--- src/rtl/crle_pkg.sv ---
// Package for the cmap range lookup engine: codes, constants, record type.
// Used by every file of the block; no dependencies.
package crle_pkg;

    localparam int MaxRecords   = 256;
    localparam int RecIdxW      = 8;
    localparam int RecCntW      = 9;
    localparam int SpaceSlots   = 4;
    localparam int SlotIdxW     = 2;
    localparam int SlotCntW     = 3;
    localparam int Utf8MaxBytes = 8;

    localparam logic [20:0] SurrLo    = 21'h00D800;
    localparam logic [20:0] SurrHi    = 21'h00DFFF;
    localparam logic [20:0] ScalarMax = 21'h10FFFF;

    // actions
    localparam logic [2:0] ActClear  = 3'd0;
    localparam logic [2:0] ActSpace  = 3'd1;
    localparam logic [2:0] ActExact  = 3'd2;
    localparam logic [2:0] ActSeq    = 3'd3;
    localparam logic [2:0] ActLookup = 3'd4;

    // status codes
    localparam logic [2:0] StOk        = 3'd0;
    localparam logic [2:0] StUnsup     = 3'd1;
    localparam logic [2:0] StLimit     = 3'd2;
    localparam logic [2:0] StMalformed = 3'd3;
    localparam logic [2:0] StBadScalar = 3'd4;

    typedef struct packed {
        logic [2:0]  action;
        logic [31:0] code_bytes;
        logic [2:0]  byte_count;
        logic [31:0] range_first;
        logic [31:0] range_last;
        logic [20:0] dest_scalar;
        logic [63:0] utf8_in;
        logic [3:0]  utf8_in_length;
    } t_req;

    typedef struct packed {
        logic [2:0]  status;
        logic [31:0] code_value;
        logic [2:0]  code_length;
        logic [63:0] utf8_out;
        logic [3:0]  utf8_out_length;
    } t_rsp;

    // controller to datapath
    typedef struct packed {
        logic              load;     // capture request
        logic              exec;     // perform add/clear/decode of request
        logic              slot_chk; // test codespace slot slot_idx
        logic [SlotIdxW-1:0] slot_idx;
        logic              rd;       // read record rd_idx
        logic [RecIdxW-1:0] rd_idx;
        logic              apply;    // build result from last read record
        logic              miss;     // result is unsupported
    } t_cmd;

    // datapath to controller
    typedef struct packed {
        logic              is_lookup;
        logic              slot_hit;
        logic              slot_found;
        logic              covers;     // last read record covers code
        logic              key_le;     // last read key <= target
        logic              sorted;
        logic              cache_ok;
        logic [RecIdxW-1:0] cache_idx;
        logic [RecCntW-1:0] rec_count;
    } t_sts;

    function automatic logic [31:0] len_mask(input logic [2:0] len);
        case (len)
            3'd1:    len_mask = 32'h0000_00FF;
            3'd2:    len_mask = 32'h0000_FFFF;
            3'd3:    len_mask = 32'h00FF_FFFF;
            3'd0:    len_mask = 32'h0000_0000;
            default: len_mask = 32'hFFFF_FFFF;
        endcase
    endfunction

    function automatic logic is_surr(input logic [20:0] s);
        is_surr = (s >= SurrLo) && (s <= SurrHi);
    endfunction

endpackage

--- src/rtl/crle_ctrl.sv ---
// Controller: sequences codespace scan, cache probe, binary or linear search.
// Depends on crle_pkg.
module crle_ctrl (
    input  logic            i_clk,
    input  logic            i_rst_n,
    input  logic            i_in_valid,
    output logic            o_in_ready,
    output logic            o_out_valid,
    input  logic            i_out_ready,
    input  crle_pkg::t_sts  i_sts,
    output crle_pkg::t_cmd  o_cmd
);
    localparam logic [3:0] S_IDLE  = 4'd0;
    localparam logic [3:0] S_EXEC  = 4'd1;
    localparam logic [3:0] S_SLOT  = 4'd2;
    localparam logic [3:0] S_CRD   = 4'd3;
    localparam logic [3:0] S_CCHK  = 4'd4;
    localparam logic [3:0] S_BRD   = 4'd5;
    localparam logic [3:0] S_BCHK  = 4'd6;
    localparam logic [3:0] S_FRD   = 4'd7;
    localparam logic [3:0] S_LRD   = 4'd8;
    localparam logic [3:0] S_LCHK  = 4'd9;
    localparam logic [3:0] S_WAIT  = 4'd10;
    localparam logic [3:0] S_APPLY = 4'd11;
    localparam logic [3:0] S_OUT   = 4'd12;

    logic [3:0] r_state, n_state;
    logic [crle_pkg::SlotCntW-1:0] r_slot, n_slot;
    logic [crle_pkg::RecCntW-1:0]  r_lo, n_lo, r_hi, n_hi, r_idx, n_idx;
    logic [crle_pkg::RecCntW-1:0]  mid;

    always_comb begin
        n_state = r_state;
        n_slot = r_slot;
        n_lo = r_lo;
        n_hi = r_hi;
        n_idx = r_idx;
        o_cmd = '0;
        mid = r_lo + ((r_hi - r_lo) >> 1);
        o_in_ready = (r_state == S_IDLE);
        o_out_valid = (r_state == S_OUT);
        case (r_state)
            S_IDLE: if (i_in_valid) begin
                o_cmd.load = 1'b1;
                n_state = S_EXEC;
            end
            S_EXEC: begin
                o_cmd.exec = 1'b1;
                n_slot = '0;
                n_state = i_sts.is_lookup ? S_SLOT : S_OUT;
            end
            S_SLOT: begin
                o_cmd.slot_chk = 1'b1;
                o_cmd.slot_idx = r_slot[crle_pkg::SlotIdxW-1:0];
                if (i_sts.slot_hit || i_sts.slot_found) n_state = S_CRD;
                else if (r_slot == crle_pkg::SlotCntW'(crle_pkg::SpaceSlots - 1)) begin
                    o_cmd.miss = 1'b1;
                    n_state = S_OUT;
                end else n_slot = r_slot + 1'b1;
            end
            S_CRD: begin
                if (i_sts.cache_ok) begin
                    o_cmd.rd = 1'b1;
                    o_cmd.rd_idx = i_sts.cache_idx;
                    n_state = S_CCHK;
                end else n_state = S_CCHK;
            end
            S_CCHK: begin
                if (i_sts.cache_ok && i_sts.covers) n_state = S_WAIT;
                else begin
                    n_lo = '0;
                    n_hi = i_sts.rec_count;
                    n_idx = '0;
                    n_state = i_sts.sorted ? S_BRD : S_LRD;
                end
            end
            S_BRD: begin
                if (r_lo < r_hi) begin
                    o_cmd.rd = 1'b1;
                    o_cmd.rd_idx = mid[crle_pkg::RecIdxW-1:0];
                    n_idx = mid;
                    n_state = S_BCHK;
                end else if (r_lo == '0) begin
                    o_cmd.miss = 1'b1;
                    n_state = S_OUT;
                end else begin
                    o_cmd.rd = 1'b1;
                    o_cmd.rd_idx = 8'(r_lo - 1'b1);
                    n_state = S_FRD;
                end
            end
            S_BCHK: begin
                if (i_sts.key_le) n_lo = r_idx + 1'b1;
                else n_hi = r_idx;
                n_state = S_BRD;
            end
            S_FRD: begin
                if (i_sts.covers) n_state = S_WAIT;
                else begin
                    o_cmd.miss = 1'b1;
                    n_state = S_OUT;
                end
            end
            S_LRD: begin
                if (r_idx < i_sts.rec_count) begin
                    o_cmd.rd = 1'b1;
                    o_cmd.rd_idx = r_idx[crle_pkg::RecIdxW-1:0];
                    n_state = S_LCHK;
                end else begin
                    o_cmd.miss = 1'b1;
                    n_state = S_OUT;
                end
            end
            S_LCHK: begin
                if (i_sts.covers) n_state = S_WAIT;
                else begin
                    n_idx = r_idx + 1'b1;
                    n_state = S_LRD;
                end
            end
            S_WAIT: n_state = S_APPLY;  // scalar offset settles
            S_APPLY: begin
                o_cmd.apply = 1'b1;
                n_state = S_OUT;
            end
            S_OUT: if (i_out_ready) n_state = S_IDLE;
            default: n_state = S_IDLE;
        endcase
    end

    always_ff @(posedge i_clk) begin
        if (!i_rst_n) begin
            r_state <= S_IDLE;
            r_slot <= '0;
            r_lo <= '0;
            r_hi <= '0;
            r_idx <= '0;
        end else begin
            r_state <= n_state;
            r_slot <= n_slot;
            r_lo <= n_lo;
            r_hi <= n_hi;
            r_idx <= n_idx;
        end
    end

    a_one_cmd: assert property (@(posedge i_clk) disable iff (!i_rst_n)
        $onehot0({o_cmd.load, o_cmd.exec, o_cmd.miss, o_cmd.apply}))
        else $error("conflicting commands");
    a_out_after: assert property (@(posedge i_clk) disable iff (!i_rst_n)
        (o_cmd.apply || o_cmd.miss) |=> o_out_valid)
        else $error("result not presented");
    a_load_idle: assert property (@(posedge i_clk) disable iff (!i_rst_n)
        o_cmd.load |=> !o_in_ready)
        else $error("accepted while busy");
endmodule

--- config.mk ---
export PLATFORM = sky130hd
export DESIGN_NAME = crle_ctrl
export DESIGN_NICKNAME = d
export VERILOG_FILES = /design/src/rtl/crle_pkg.sv /design/src/rtl/crle_ctrl.sv
export SDC_FILE = /design/constraint.sdc
export NUM_CORES = 1
export LEC_CHECK = 0
export ABC_AREA = 1
export BUFFER_PORTS_ARGS = -buffer_cell sky130_fd_sc_hd__buf_2
export CAP_MARGIN = 20
export CORE_UTILIZATION = 28
export DETAILED_ROUTE_END_ITERATION = 10
export PLACE_DENSITY = 0.47
export SLEW_MARGIN = 10
export SYNTH_ARGS = -nofsm -noshare
export SYNTH_HDL_FRONTEND = slang
export SYNTH_SLANG_ARGS = --single-unit
--- constraint.sdc ---
create_clock -name i_clk -period 5.8 [get_ports i_clk]
set_clock_uncertainty 0.05 [all_clocks]
set_input_delay 0.29 -clock i_clk [delete_from_list [all_inputs] [get_ports i_clk]]
set_output_delay 0.29 -clock i_clk [all_outputs]
set_load 0.01 [all_outputs]
==> results of run 1 <==
Yosys cell counts (2+ instances only):
library cell  number
inv_1             63
o21a_1             4
nand2_2            7
nor3_1             8
buf_6              2
dfxtp_1           34
a31oi_1            9
ha_1              30
nand3_1           48
clkbuf_1           5
inv_2              9
nand3b_1           3
o21ai_0           28
a21oi_1           41
nor2_1            40
nand2_4            2
buf_2              3
or2_2              2
fa_1               2
xnor2_1            6
xor2_1            12
nand4_1           13
nand2_1          136
nor2_4             4
o211ai_1           3
nor2_2             2
critical path, delay by kind of cell (launching register included):
family                     cells  cell delay [ps]
AOI/OAI and AO/OA              2              350
and+or+nand+nor                7              890
DFF                            1              450
adders and majority gates      3             1010
buffers and inverters          3              300
xor gates and xnor gates       1              180
cells by family after synthesis:
kind of cell	after synthesis	synth area share
AOI/OAI and AO/OA	92	0.153
xor gates and xnor gates	18	0.0475
adders and majority gates	32	0.125
buffers and inverters	83	0.0996
DFF	34	0.205
and+or+nand+nor	270	0.369
stage by stage:
stage | power, uW | worst slack, ps | utilization | cells | hold slack (ps)
6_report | 1260 | 1990 | 0.334 | 715 | 238
5_1_grt | 1360 | 1710 | 0.334 | 715 | 250
4_1_cts | 1270 | 1940 | 0.334 | 715 | 233
3_5_place_dp | 955 | 2270 | 0.319 | 707 | 418
3_3_place_gp | 961 | 2200 | 0.319 | 707 | 400
2_1_floorplan | 784 | 3000 | - | 529 | 378
power by group:
group          internal, uW  switching [uW]  total [uW]
Clock                   201             105         306
Combinational           222             420         642
Sequential              265            43.7         309
Total                   688             569        1260
state kept, by name (all words and copies together), names as in the netlist:
register and flops:
r_idx 9, r_slot 3, r_lo 9, r_hi 9, r_state 4
layout make-up:
class	instances	area (sq um)	area share
multi-input cells	412	2300	0.602
flip-flops and latches	34	681	0.178
inverters	73	274	0.0716
repair buffers	45	225	0.0588
well taps	143	179	0.0467
clock buffers	5	125	0.0327
clock inverters	3	40.0	0.0105
routing by layer:
layer,global-route usage,vias up
met5,0,-
met4,0.0676,0
met3,0.0186,16
met2,0.328,112
met1,0.238,1593
li1,-,1830
worst min path at each step:
stage | start | to | slack, ps | cells after the start
final | i_sts[7] | r_hi[7] | 240 | 3
after CTS | i_sts[7] | r_hi[7] | 230 | 3
after detailed placement | r_slot[2] | r_slot[2] | 420 | 2
after floorplan | i_rst_n | r_hi[1] | 380 | 2
after global routing | i_sts[7] | r_hi[7] | 250 | 3
after global placement | r_slot[2] | r_slot[2] | 400 | 2
layout by cell type (no fill, tap or decap), types with 5 or more instances in the layout:
cell type / count
nor2_1: 40
inv_2: 9
nand3_1: 48
nor3_1: 8
ha_1: 30
nand2_1: 136
nand4_1: 13
dfxtp_1: 34
a21oi_1: 41
xor2_1: 12
nand2_2: 7
a31oi_1: 9
buf_2: 45
clkbuf_16: 5
o21ai_0: 28
xnor2_1: 6
inv_1: 63
==> reports/metrics.csv, run 1 <==
metric,value,unit
run_status,"finished, final reports clean",
yosysUniqueCellTypes,39,
vias_per_cell,4.97,
wire_per_inst,15.5,um
die_w,111,um
crit_path_end,o_cmd[8],
antenna_found_initial,0,
wl_met1,4870,um
clkTransAtPathRegs,60,ps
cts_tree,yes,
post_dp_cell_area,0.00366,sq mm
crit_arrival,3470,ps
period_share,0.656,
path_cells,"ha_1, inv_1, fa_1, nand3_1, and2_1, o21ai_0, xor2_1, ha_1, nand2_1, inv_1, nand4_1, nand4_1, nand3_1, o21a_1, nand3_1, buf_2",
synth_nets,589,
clk_latency,280,ps
worstPathRequired,5460,ps
end_kind,output port,
cts_sinks,34,
synth-main-ff-cell,dfxtp_1,
p_leak,0.00189,uW
post-dp-hpwl,9090,um
num_vias,3551,
ir_worst_vdd,0.184,mV
h-tree-depth,2,
grt-ovfl-total,0,
synth_seq_cells,34,
final_hold_viol_count,0,
grt_pass1_wl,18200,um
critPathKind,register to output port,
synthArstFlopShare,0,
tns,0,ps
maxSlewHeadroom,0.593,
cts_root_buf,clkbuf_16,
startpoint_type,register,
hp-class,input port to register,
final_cell_area,0.00383,sq mm
synth.area.top_cells,"dfxtp_1, nand2_1, ha_1",
drive_gt1_frac,0.143,
io_buffers,45,
grt_setup_unrepaired,false,
reg2reg_to,r_idx[6],
ios,46,
fin_crit,3810,ps
dr_wl_met2,5450,um
yosysSeqAreaShare,0.205,
crit_top_cell,nand3_1,
rr_startpoint,r_lo[0],
worst_pin_slew,607,ps
fill_cells,1285,
start_util,0.289,
n_antenna_cell,0,
numCtsBuffers,5,
core_area,0.0115,sq mm
syn-cell-area,0.00332,sq mm
syn_area_per_cell,6.27,sq um
die_area,0.0123,sq mm
firstDrtPassIters,4,
ctsResizeCount,0,
crit_path_start,r_lo[0],
clk_path_buf_depth,2,
route.detailed.drc,0,
grt_max_degree,19,
grt_pass1_vias,3530,
rr_worst_depth,17,
gp_congestion,0.862,
synth_edf_count,0,
setup_viol,0,
cap_violations,0,
cp_slowest_stage_delay,450,ps
crit_slowest_cell,dfxtp_1,
fmax,0.263,GHz
yosysTopAreaCell,dfxtp_1,
routed_wl,11100,um
syn_inst,529,
syn_to_final_growth,15.5,%
maxSlewViolCount,0,
reg2reg_slack,2600,ps
rows,39,
die_h,111,um
nNetsFinal,631,
yosys_warnings,0,
grt_usage,0.187,
postCtsSetupBuffers,0,
cts_hold_buffers,0,
cp_max_fo,6,
p_per_area,328,mW/mm^2
route.met3.wl,579,um
drt_iter0_markers,182,
ant_nets,0,
top_layer,met4,
yosys.area.top_type_share,0.205,
No activity file was read; power rests on OpenSTA's default activity.
==> run 2: changes to the inputs <==
Settings changed: ABC_AREA 1 to 0, PLACE_DENSITY 0.47 to 0.48.
Clock period 5.8 ns to 3.4 ns, I/O delays scaled along.
==> reports/metrics.csv, run 2 <==
metric,value,unit
synth-main-ff-cell,dfxtp_1,
worst-path-buf-inv,2,
yosys_warnings,0,
synth.area.top_cells,"dfxtp_1, ha_1, nor2_1",
cp_max_fo,4,
p_per_area,599,mW/mm^2
ios,46,
wire_per_inst,16.9,um
end_kind,output port,
synthTopCellsByCount,"nor2_1, nand2_1, a21oi_1, dfxtp_1, ha_1",
startpoint_type,register,
synth_seq_cells,34,
cts_tree,yes,
reg2reg_slack,250,ps
ir_worst_vdd,0.250,mV
hold_depth,3,
syn_area_per_cell,7.23,sq um
antenna_found_initial,0,
drive_gt1_frac,0.258,
grt-ovfl-total,0,
clkTransAtPathRegs,60,ps
critPathKind,register to output port,
yosysTopAreaCell,dfxtp_1,
die_h,109,um
nNetsFinal,563,
yosysMostFrequentCell,nor2_1,
fmax,0.294,GHz
post-dp-hpwl,8150,um
yosys.area.top_type_share,0.213,
synthArstFlopShare,0,
gp_congestion,0.852,
run_status,"finished, final reports clean",
setup_viol,0,
final_hold_viol_count,0,
clk_path_buf_depth,2,
n_antenna_cell,0,
numCtsBuffers,5,
layout_common_cells,"nor2_1, nand2_1, buf_2, a21oi_1",
crit_slowest_cell,dfxtp_4,
cts_sinks,34,
synth_edf_count,0,
worstPathRequired,3180,ps
crit_arrival,3180,ps
cts_root_buf,clkbuf_16,
cap_violations,0,
vias_per_cell,5.37,
h-tree-depth,2,
top_regs,"r_hi x9, r_idx x9, r_lo x9",
die_area,0.0118,sq mm
clk_latency,280,ps
rr_startpoint,r_hi[1],
grt_pass1_vias,3229,
rr_worst_depth,15,
ant_nets,0,
die_w,109,um
reg2reg_to,r_idx[8],
maxSlewHeadroom,0.316,
syn_to_final_growth,27.3,%
drt_iter0_markers,247,
final_common_cell,nor2_1,
grt_max_degree,30,
maxSlewViolCount,0,
io_buffers,45,
period_share,0.999,
yosysSeqAreaShare,0.213,
grt_usage,0.188,
routed_wl,10900,um
worst_pin_slew,1030,ps
synth_nets,501,
yosysUniqueCellTypes,53,
route.detailed.drc,0,
fin_crit,3400,ps
final_util,0.370,
min_to,r_hi[3],
grt_pass1_wl,17000,um
core_area,0.0110,sq mm
firstDrtPassIters,5,
worstHoldStart,i_sts[3],
grt_setup_unrepaired,true,
cp_top_family,compound AO/OA/AOI/OAI gates,
syn_inst,441,
start_util,0.290,
syn-cell-area,0.00319,sq mm
cp_slowest_stage_delay,370,ps
rows,38,
path_cells,"buf_4, fa_2, a21o_1, a21oi_2, nor2b_1, o21ai_1, nand2b_1, xor2_1, ha_1, a21oi_2, nand2_2, xor2_2, a21oi_1, o21ai_1, buf_2",
tns,0,ps
num_vias,3457,
p_leak,0.00179,uW
hp-class,input port to register,
[run 2: cell count changes after synthesis, sizes merged, moves of 8 or more]
cell / previous run / this run
a211oi: 0 / 8
a22oi: 1 / 12
a311oi: 0 / 9
and3: 0 / 9
inv: 72 / 29
nand2: 145 / 46
nand3: 48 / 15
nand4: 13 / 3
nor3: 9 / 20
xnor2: 6 / 15
[run 2: worst min-delay path, stage by stage]
cell and delay, ps:
buf_2 100, nand2_1 50, a311oi_1 80
[run 2: report_power, final]
group | internal, uW | switching [uW]
registers | 450 | 115
clock network | 291 | 178
logic | 627 | 769
total | 1370 | 1060
[run 2: kinds of logic after synthesis]
logic type                 share of synthesized area
muxes                                        0.00353
DFF                                            0.213
and+or+nand+nor                                0.255
xor gates and xnor gates                      0.0686
AOI/OAI and AO/OA                              0.261
adders and majority gates                      0.130
buffers and inverters                         0.0678
[run 2: area by class of cell]
type | count | area, sq um
Clock buffer | 7 | 143
Clock inverter | 1 | 5.00
Fill cell | 1145 | 6920
Sequential cell | 34 | 689
Inverter | 29 | 111
Multi-Input combinational cell | 358 | 2480
Tap cell | 140 | 175
Timing Repair Buffer | 75 | 454
[run 2: what timing repair did]
item                                    CTS  global route
pin swaps                                15            15
endpoints found under the setup margin    4             6
hold buffers                              0             0
buffers inserted                         10             8
gates resized for setup                  18            29
[run 2: worst max-delay path by stage]
stage / startpoint / end / slack, ps / depth (start not counted)
finish: r_hi[1] / o_cmd[8] / 3 / 15
global route: r_hi[0] / o_cmd[9] / -170 / 17
CTS: r_hi[0] / o_cmd[9] / -2 / 17
detailed placement: r_hi[0] / o_cmd[9] / 50 / 17
global placement: r_lo[1] / o_cmd[7] / 90 / 17
floorplan: r_lo[0] / r_idx[8] / 270 / 16
[run 2: through the flow]
step	std cells	instance area (sq um)	total power [uW]	hold WS [ps]	setup WS, ps
3_5_place_dp	618	3570	1620	405	45.2
4_1_cts	636	3860	2220	110	-1.61
6_report	644	4060	2430	119	2.92
3_3_place_gp	618	3570	1610	405	93.6
5_1_grt	644	4060	2590	132	-174
2_1_floorplan	441	3190	1370	253	268
[run 2: per-layer routing]
metal | up-vias | GRT usage | wire (um)
met1 | 1623 | 0.273 | 5140
met3 | 8 | 0.0185 | 606
met5 | - | 0 | 0
li1 | 1718 | - | -
met4 | 0 | 0.0290 | 87
met2 | 108 | 0.303 | 5040
==> run 3: changes to the inputs <==
Clock period 3.4 ns to 2.9 ns, I/O delays scaled along.
==> reports/metrics.csv, run 3 (synthesized netlist as in run 2, its figures left out) <==
metric,value,unit
run_status,"complete, but fails checks",
violations,setup timing,
post-place-cells,654,
cts_sinks,34,
final_common_cell,buf_4,
ant_nets,0,
final_cells,672,
grt-ovfl-total,0,
nNetsFinal,592,
worstPathRequired,2710,ps
syn_to_final_growth,33.8,%
met2_usage,0.314,
h-tree-depth,2,
p_leak,0.00192,uW
worst_pin_slew,1090,ps
reg2reg_slack,-260,ps
layout_setup_ws,-433,ps
p_per_area,682,mW/mm^2
end_kind,output port,
antenna_found_initial,0,
maxSlewViolCount,0,
start_util,0.290,
die_area,0.0118,sq mm
final_hold_viol_count,0,
setup_viol,11,
hp-class,input port to register,
period_share,1.15,
cap_violations,0,
firstDrtPassIters,5,
numCtsBuffers,5,
ir_worst_vdd,0.326,mV
routed_wl,11200,um
grt_max_degree,30,
grt_usage,0.196,
die_w,109,um
cts_tree,yes,
fin_crit,3330,ps
maxSlewHeadroom,0.274,
crit_arrival,3140,ps
met1_usage,0.271,
ios,46,
io_buffers,45,
startpoint_type,register,
design_power_total,2910,uW
core_area,0.0110,sq mm
drive_gt1_frac,0.303,
rows,38,
die_h,109,um
busiest_layer,met2,
drt_iter0_markers,272,
cts_root_buf,clkbuf_16,
route.detailed.drc,0,
use_met3,0.0191,
cp_max_fo,4,
grt_pass1_wl,17800,um
grt_setup_unrepaired,true,
vias_per_cell,5.24,
critPathKind,register to output port,
n_antenna_cell,0,
wire_per_inst,16.7,um
clk_path_buf_depth,2,
layout_common_cells,"buf_4, nor2_1, nand2_1, buf_2, dfxtp_1",
grt_pass1_vias,3387,
gp_congestion,0.863,
clk_latency,280,ps
clkTransAtPathRegs,50,ps
top_regs,"r_hi x9, r_idx x9, r_lo x9",
num_vias,3523,
post-dp-hpwl,8570,um
fmax,0.300,GHz
## run 3: cell types whose count changed in the layout (fill, tap and decap cells not counted), moves of 2 or more
cell	previous run	this run
o21ai_0	22	19
buf_4	29	58
a21oi_2	2	5
a21oi_1	31	28
ha_2	1	3
o21ai_1	4	6
ha_4	5	3
## run 3: power by group
group / switching, uW / internal, uW
clock: 195 / 314
combinational: 936 / 804
sequential: 134 / 528
## run 3: what timing repair did
action / 4_1_cts / 5_1_grt
buffers inserted: 12 / 3
endpoints found under the setup margin: 12 / 13
pin swaps: 34 / 20
gates resized for setup: 32 / 12
hold buffers: 0 / 0
## run 3: metrics by stage
stage | hold WS, ps | utilization | instance area, sq um | setup TNS, ps | worst slack, ps
final | 101 | 0.389 | 4270 | -2830 | -433
after global routing | 104 | 0.389 | 4270 | -4950 | -605
after CTS | 97.8 | 0.384 | 4220 | -3000 | -465
after detailed placement | 389 | 0.353 | 3870 | -1640 | -303
after global placement | 384 | 0.353 | 3870 | -1530 | -307
after floorplan | 228 | - | 3220 | -5.90 | -5.90
## run 3: path summary, 6_finish.rpt
path,cells past startpoint,end,start
hold / removal,3,r_hi[8],i_sts[8]
setup reg to reg,18,r_idx[6],r_lo[1]
setup / recovery,16,o_cmd[9],r_lo[1]
hold reg to reg,2,r_slot[2],r_slot[2]
## run 3: area by class of cell
| type | count | area [sq um] |
|---|---|---|
| clock buffer | 7 | 133 |
| fill | 1145 | 6710 |
| inverter | 29 | 109 |
| multi-input combinational | 358 | 2490 |
| sequential | 34 | 686 |
| tap | 140 | 175 |
| timing repair buffer | 104 | 678 |
## run 3: critical path, stage by stage, from the launching register on
cell	delay, ps
dfxtp_2	330
inv_2	50
buf_6	110
fa_2	380
a21o_1	180
a21oi_2	140
nor2b_1	60
o21ai_1	170
nand2b_1	90
xor2_1	150
ha_2	310
o21a_1	210
o22ai_2	190
xnor2_2	150
nand3_1	120
nand3_2	110
buf_6	100
## run 3: routing by layer
layer / vias to the layer above / wire, um
li1: 1766 / -
met1: 1645 / 5410
met2: 89 / 5070
met3: 23 / 377
met4: 0 / 382
met5: - / 0
